## config.mk

```make
export PLATFORM = sky130hd
export DESIGN_NAME = salc_ctrl
export DESIGN_NICKNAME = d
export VERILOG_FILES = /design/src/hw/rtl/salc_pkg.sv /design/src/hw/rtl/salc_ctrl.sv
export SDC_FILE = /design/constraint.sdc
export NUM_CORES = 1
export LEC_CHECK = 0
export BUFFER_PORTS_ARGS = -buffer_cell sky130_fd_sc_hd__buf_4
export CAP_MARGIN = 5
export CORE_MARGIN = 10
export CORE_UTILIZATION = 40
export CTS_CLUSTER_SIZE = 14
export DETAILED_ROUTE_END_ITERATION = 16
export HOLD_SLACK_MARGIN = 0.05
export PLACE_DENSITY = 0.79
export SLEW_MARGIN = 10
export SYNTH_ARGS = -nofsm -noshare
export SYNTH_HDL_FRONTEND = slang
export SYNTH_SLANG_ARGS = --single-unit
export TNS_END_PERCENT = 50
```

## constraint.sdc

```tcl
create_clock -name clk -period 1.9 [get_ports clk]
set_clock_uncertainty 0.2 [all_clocks]
set_input_delay 0.19 -clock clk [delete_from_list [all_inputs] [get_ports clk]]
set_output_delay 0.19 -clock clk [all_outputs]
set_load 0.01 [all_outputs]
```

## src/hw/rtl/salc_pkg.sv

```systemverilog
`timescale 1ns / 1ps
`default_nettype none
package salc_pkg;
	localparam int MaxSets = 1024;
	localparam int MaxWays = 8;
	localparam int SetBits = 10;
	localparam int WayBits = 3;
	localparam int TagBits = 32;
	localparam int RowBits = MaxWays * (TagBits + 2);

	typedef enum logic [1:0] {
		KIND_READ  = 2'd0,
		KIND_WRITE = 2'd1,
		KIND_FETCH = 2'd2,
		KIND_NONE  = 2'd3
	} kind_t;

	typedef enum logic [1:0] {
		REG_BLOCK = 2'd0,
		REG_WAYS  = 2'd1,
		REG_SIZE  = 2'd2,
		REG_NONE  = 2'd3
	} reg_idx_t;

	typedef struct packed {
		logic [1:0]  kind;
		logic [31:0] address;
	} in_word_t;

	typedef struct packed {
		logic hit;
		logic evicted;
		logic victim_dirty;
	} out_word_t;

	typedef struct packed {
		logic             valid;
		logic             dirty;
		logic [TagBits-1:0] tag;
	} line_t;

	typedef line_t [MaxWays-1:0] row_t;

	typedef struct packed {
		logic clear;
		logic read;
		logic update;
		logic [SetBits-1:0] clr_set;
	} cmd_t;
endpackage
`default_nettype wire

```

## src/hw/rtl/salc_ctrl.sv

```systemverilog
`timescale 1ns / 1ps
`default_nettype none
module salc_ctrl
	import salc_pkg::*;
(
	input  wire logic clk,
	input  wire logic arst_n,
	input  wire logic in_valid,
	output logic      in_ready,
	output logic      out_valid,
	input  wire logic out_ready,
	output cmd_t      cmd
);
	typedef enum logic [3:0] {
		ST_CLEAR = 4'b0001,
		ST_IDLE  = 4'b0010,
		ST_LOOK  = 4'b0100,
		ST_OUT   = 4'b1000
	} state_t;

	state_t state_q;
	logic [SetBits-1:0] clr_q;

	assign in_ready  = (state_q == ST_IDLE);
	assign out_valid = (state_q == ST_OUT);
	always_comb begin
		cmd.clear   = (state_q == ST_CLEAR);
		cmd.clr_set = clr_q;
		cmd.read    = in_valid && in_ready;
		cmd.update  = (state_q == ST_LOOK);
	end

	always_ff @(posedge clk or negedge arst_n) begin
		if (!arst_n) begin
			state_q <= ST_CLEAR;
			clr_q   <= '0;
		end else begin
			case (state_q)
				ST_CLEAR: begin
					clr_q <= clr_q + 1'b1;
					if (clr_q == SetBits'(MaxSets - 1)) state_q <= ST_IDLE;
				end
				ST_IDLE: if (in_valid) state_q <= ST_LOOK;
				ST_LOOK: state_q <= ST_OUT;
				ST_OUT:  if (out_ready) state_q <= ST_IDLE;
				default: state_q <= ST_IDLE;
			endcase
		end
	end
endmodule
`default_nettype wire

```

==> results of run 1 <==
-- flip-flops by register name, indices dropped and copies added (netlist names) --
register / count
clr_q: 10
state_q: 4
-- layout make-up --
| cell class | count | share of cell area, % |
|---|---|---|
| multi-input combinational | 43 | 35.2 |
| timing repair buffer | 28 | 22.7 |
| tap | 16 | 2.02 |
| clock buffer | 4 | 3.66 |
| sequential | 14 | 35.4 |
| inverter | 2 | 1.01 |
-- layer usage --
layer / GRT usage, % / vias up / share of wire, %
met1: 12.2 / 284 / 40
met2: 15.3 / 28 / 53
met4: 3.76 / 0 / 0.74
met3: 3.55 / 3 / 5.5
li1: - / 271 / -
met5: 0 / - / 0
-- cell usage after synthesis --
library cell / count
a21o_1: 1
and2_1: 2
buf_6: 1
dfrtp_1: 13
dfstp_2: 1
ha_1: 1
inv_1: 2
nand2_1: 8
nand3_1: 2
nand4_1: 2
nor2_1: 3
nor3_1: 5
nor3b_1: 1
nor4_1: 2
nor4b_1: 4
nor4bb_1: 1
o22a_1: 1
or4b_4: 1
xnor2_1: 2
xor2_1: 7
-- worst max-delay path by stage --
stage	slack (ps)	to	cells after the start	startpoint
final	-50	cmd[12]	4	state_q[0]
after global routing	-100	cmd[12]	4	state_q[0]
after CTS	-50	cmd[12]	4	state_q[0]
after detailed placement	10	clr_q[7]	3	state_q[0]
after global placement	110	clr_q[9]	3	state_q[0]
after floorplan	110	clr_q[5]	4	state_q[0]
-- power groups by stage --
stage	clock network, W	logic, W	registers (W)
after floorplan	0	0.0000823	0.000354
after global placement	0	0.000201	0.000338
after detailed placement	0	0.000205	0.000340
after CTS	0.000221	0.000218	0.000334
after global routing	0.000235	0.000263	0.000337
final	0.000219	0.000242	0.000333
-- repair_timing --
action,4_1_cts,5_1_grt
endpoints found under the hold margin,16,0
gates resized for setup,9,4
pin swaps,1,2
endpoints found under the setup margin,3,6
hold buffers,3,0
buffers inserted,2,0
-- stage by stage --
stage          power, W  cells  instance area, sq um  utilization (%)  setup WS (ps)
6_report       0.000794    107                   992             65.1          -52.5
5_1_grt        0.000835    107                   992             65.1          -97.1
4_1_cts        0.000772    107                   963             63.2          -51.5
3_5_place_dp   0.000544     98                   840             55.1           14.0
3_3_place_gp   0.000539     98                   840             55.1            106
2_1_floorplan  0.000436     60                   658                -            113
-- worst reg2reg max path, delay by kind of cell (launching register included) --
kind / cells / cell delay [ps]
flops: 1 / 530
xor+xnor: 1 / 160
buf+inv: 1 / 200
simple gates: 2 / 740
-- kinds of logic after synthesis --
family                     count (synthesis)
AOI/OAI and AO/OA                          2
xor gates and xnor gates                   9
adders and majority gates                  1
buffers and inverters                      3
DFF                                       14
and+or+nand+nor                           31
==> impl_metrics.toml, run 1 <==
[sta]
period_minus_slack_ps = 1950
slew_headroom_pct = 74.4
holdWs_ps = 82.0
fin_crit_sh_pct = 103
hold_violations = 0
worst_slew_pin_slew_ps = 378
rsz0062_at_grt = "true"
max_freq_mhz = 512
drv_slew = 0
tns_ps = -58.8
setup_viol = 2
worst_slack_ps = -52.5

[worst_setup_path]
rr_worst_depth = 4
end_kind = "output port"
cpPeakStageDelay_ps = 530
start_kind = "register"
path_buf_inv = 3
crit_type = "register to output port"
critPathMaxFanout = 3
r2r_end = "clr_q[9]"
cp.arrival_ps = 1560
path_delay_family = "flip-flops"
r2r-start = "state_q[0]"
critical_path_required_ps = 1510
rrSetupSlack_ps = -10
slowest_stage = "dfstp_2"
crit_path_frequent_cell = "buf_6"
path_cells = "or4b_4 -> buf_6 -> inv_4 -> buf_6"

[route]
wire_per_inst_um = 16.5
drtPass1Iterations = 4
postRouteWirelength_um = 1770
drcViolationCount = 0
via_count = 586
antenna_left = 0
drtIter0Drc = 18
drt-vias-per-instance = 5.48

[power]
comb_power_share_pct = 30.5
p_per_area_nw_per_um2 = 801
pwr-share-seq_pct = 42.0
switching_share_pct = 27.9
clkPwrFrac_pct = 27.6
p_int_w = 0.000572
leakagePower_nw = 0.536
netSwitchingPower_w = 0.000222
ir_worst_vdd_mv = 0.495

[synth]
yosys-top-cells-area = "dfrtp_1 (49%), xor2_1 (9.3%), nor4b_1 (5.3%)"
ys.warnings.count = 0
synth_seq_area_share_pct = 53.4
synth_top_family_by_area = "simple AND/OR/NAND/NOR gates"
yosys.area.top_type = "dfrtp_1"
avgSynthCellArea_sq_um = 11.0
synth_compound_area_share_pct = 2.47
synthMuxAreaShare_pct = 0
synth_cell_type_count = 20
synth_xor_area_share_pct = 12.0
synth_top_area_share_pct = 49.4
ys_ff_latch = 14
synth_nets = 65
syn_inst = 60
synthAdderAreaFrac_pct = 1.90
synth_area_sq_um = 658
synthSimpleGateAreaFrac_pct = 27.4

[floorplanning]
start_util_pct = 43.2
ioPinCount = 19
die-width_um = 60.6
die_height_um = 60.6
die_area_sq_um = 3670
rows = 14
core_area_sq_um = 1520

[clocking]
cts_tree = "built"
clockBufferDepth = 2
htree_levels = 1
clk_pin_slew_ps = 90
root_buffer = "clkbuf_4"
worstSkewPairLatency_ps = 280
cts_sinks = 14
numCtsBuffers = 3

[global_route]
grtUsageTotal_pct = 9.85
antenna_found_initial = 0
grt_overflow = 0
grt_pass1_vias = 561
grt_max_degree = 15
grt_pass1_wl_um = 2750

[final_layout]
seqCellArea_sq_um = 352
antenna_cells_inserted = 0
area_delta_synth_final_pct = 50.8
fillers = 116
nets = 97
layout_commonest_cell = "buf_4"
multi_input_area_sq_um = 349
layout_common_cells = "buf_4 (23), dfrtp_1 (13), nand2_1 (8)"
drive_gt1_share_pct = 41.8

[place]
buffer_ports.inserted = 18
gp_congestion = 0.767
place_hpwl_um = 1160

[outcome]
status = "finished, violations left"
violations = "setup timing"

[worst_hold_path]
hp-class = "input pin to asynchronous set/reset pin"

[run]
drv_cap = 0
No activity file was read; power rests on OpenSTA's default activity.
==> run 2, diff against run 1 <==
--- a/config.mk
+++ b/config.mk
@@ -13,6 +13,7 @@
 export DETAILED_ROUTE_END_ITERATION = 16
 export HOLD_SLACK_MARGIN = 0.05
 export PLACE_DENSITY = 0.79
+export SETUP_SLACK_MARGIN = 0.2
 export SLEW_MARGIN = 10
 export SYNTH_ARGS = -nofsm -noshare
 export SYNTH_HDL_FRONTEND = slang
==> run 2 against run 1 <==
  * The run still ends with setup timing left
  * Global-route usage grew 0.80 points
  * Worst hold slack improved by 10 ps
  * Worst setup slack better by 9.0 ps
  * Critical endpoint unchanged
  * Largest power group unchanged
==> impl_metrics.toml, run 2 (synthesis gave the netlist of run 1 again) <==
[worst_setup_path]
start_kind = "register"
cpPeakStageDelay_ps = 540
path_cells = "or4b_4 -> buf_6 -> inv_4 -> buf_6"
end_kind = "output port"
critPathMaxFanout = 2
path_buf_inv = 3
slowest_stage = "dfstp_2"
crit_path_frequent_cell = "buf_6"
path_delay_family = "flip-flops"
cp.arrival_ps = 1550
crit_type = "register to output port"
critical_path_required_ps = 1510

[clocking]
clockBufferDepth = 2
worstSkewPairLatency_ps = 270
clk_pin_slew_ps = 80
cts_sinks = 14
cts_tree = "built"
htree_levels = 1
numCtsBuffers = 3
root_buffer = "clkbuf_4"

[run]
drv_cap = 0

[sta]
max_freq_mhz = 515
rsz0062_at_grt = "true"
worst_slew_pin_slew_ps = 447
fin_crit_sh_pct = 102
slew_headroom_pct = 70.1
worst_slack_ps = -43.5
setup_viol = 1
drv_slew = 0
hold_violations = 0
tns_ps = -43.5
period_minus_slack_ps = 1940

[global_route]
grt_pass1_wl_um = 3070
gr-usage-met1_pct = 11.2
globalRouteMet2Util_pct = 17.9
met3_usage_pct = 5.01
grt_overflow = 0
antenna_found_initial = 0
grtUsageTotal_pct = 10.6
top_usage_layer = "met2"
grt_pass1_vias = 697
grt_max_degree = 15

[power]
ir_worst_vdd_mv = 0.730
fin_total_pwr_w = 0.000869
p_per_area_nw_per_um2 = 790
leakagePower_nw = 0.612

[place]
place_hpwl_um = 1190
dpl_cell_area_sq_um = 862
gp_congestion = 0.784
dp.cells = 97
buffer_ports.inserted = 18

[floorplanning]
die_height_um = 60.6
die-width_um = 60.6
start_util_pct = 43.2
ioPinCount = 19
core_area_sq_um = 1520
die_area_sq_um = 3670
rows = 14

[final_layout]
antenna_cells_inserted = 0
largestRegisters = "clr_q (10), state_q (4)"
fin_cells = 110
largest-register = "clr_q"
fin_area_sq_um = 1100
layout_commonest_cell = "buf_4"
final_util_pct = 72.2
largest_reg_flops = 10
area_delta_synth_final_pct = 67.1
layout_common_cells = "buf_4 (21), dfrtp_1 (12), nand2_1 (7), xor2_1 (7), buf_6 (7)"
drive_gt1_share_pct = 52.1
nets = 100

[worst_hold_path]
hp-class = "input pin to asynchronous set/reset pin"

[outcome]
violations = "setup timing"
status = "finished, violations left"

[route]
wire_per_inst_um = 15.3
drcViolationCount = 0
drtIter0Drc = 6
drtPass1Iterations = 4
drt-vias-per-instance = 5.39
postRouteWirelength_um = 1680
via_count = 593
antenna_left = 0
## run 2: worst paths after layout
kind / start / depth (start not counted) / endpoint / slack (ps)
min in group clk: clr_q[9] / 1 / clr_q[9] / 300
min reg2reg: clr_q[9] / 1 / clr_q[9] / 300
min: arst_n / 2 / clr_q[6] / 90
max reg2reg: state_q[0] / 4 / clr_q[9] / 20
max in group asynchronous: arst_n / 2 / state_q[0] / 1170
max: state_q[0] / 4 / cmd[12] / -40
## run 2: routing by layer
layer  part of all wire (%)  routed length (um)  vias up
li1                       -                   -      279
met1                     39                 649      298
met2                     52                 880       16
met3                    8.8                 148        0
met4                      0                   0        0
met5                      0                   0        -
## run 2: what timing repair did
item	CTS	global route
pin swaps	6	7
setup endpoints to repair	14	17
gates cloned	0	0
endpoints found under the hold margin	16	0
setup buffers	6	0
resized for setup	16	9
hold buffers	3	0
## run 2: power breakdown
group / internal (W) / switching, W
combinational: 0.000188 / 0.000113
sequential: 0.000322 / 0.0000355
clock: 0.000116 / 0.0000938
## run 2: metrics by stage
stage	hold WS, ps	worst slack (ps)
6_report	92.5	-43.5
5_1_grt	108	-95.4
4_1_cts	92.4	-55.3
3_5_place_dp	-154	81.4
3_3_place_gp	-154	110
2_1_floorplan	-306	156
## run 2: cell type report
class                           count  area, sq um
Fill cell                         106          424
Multi-Input combinational cell     43          414
Clock buffer                        4         36.3
Sequential cell                    14          353
Timing Repair Buffer               31          267
Inverter                            2         10.0
Tap cell                           16         20.0
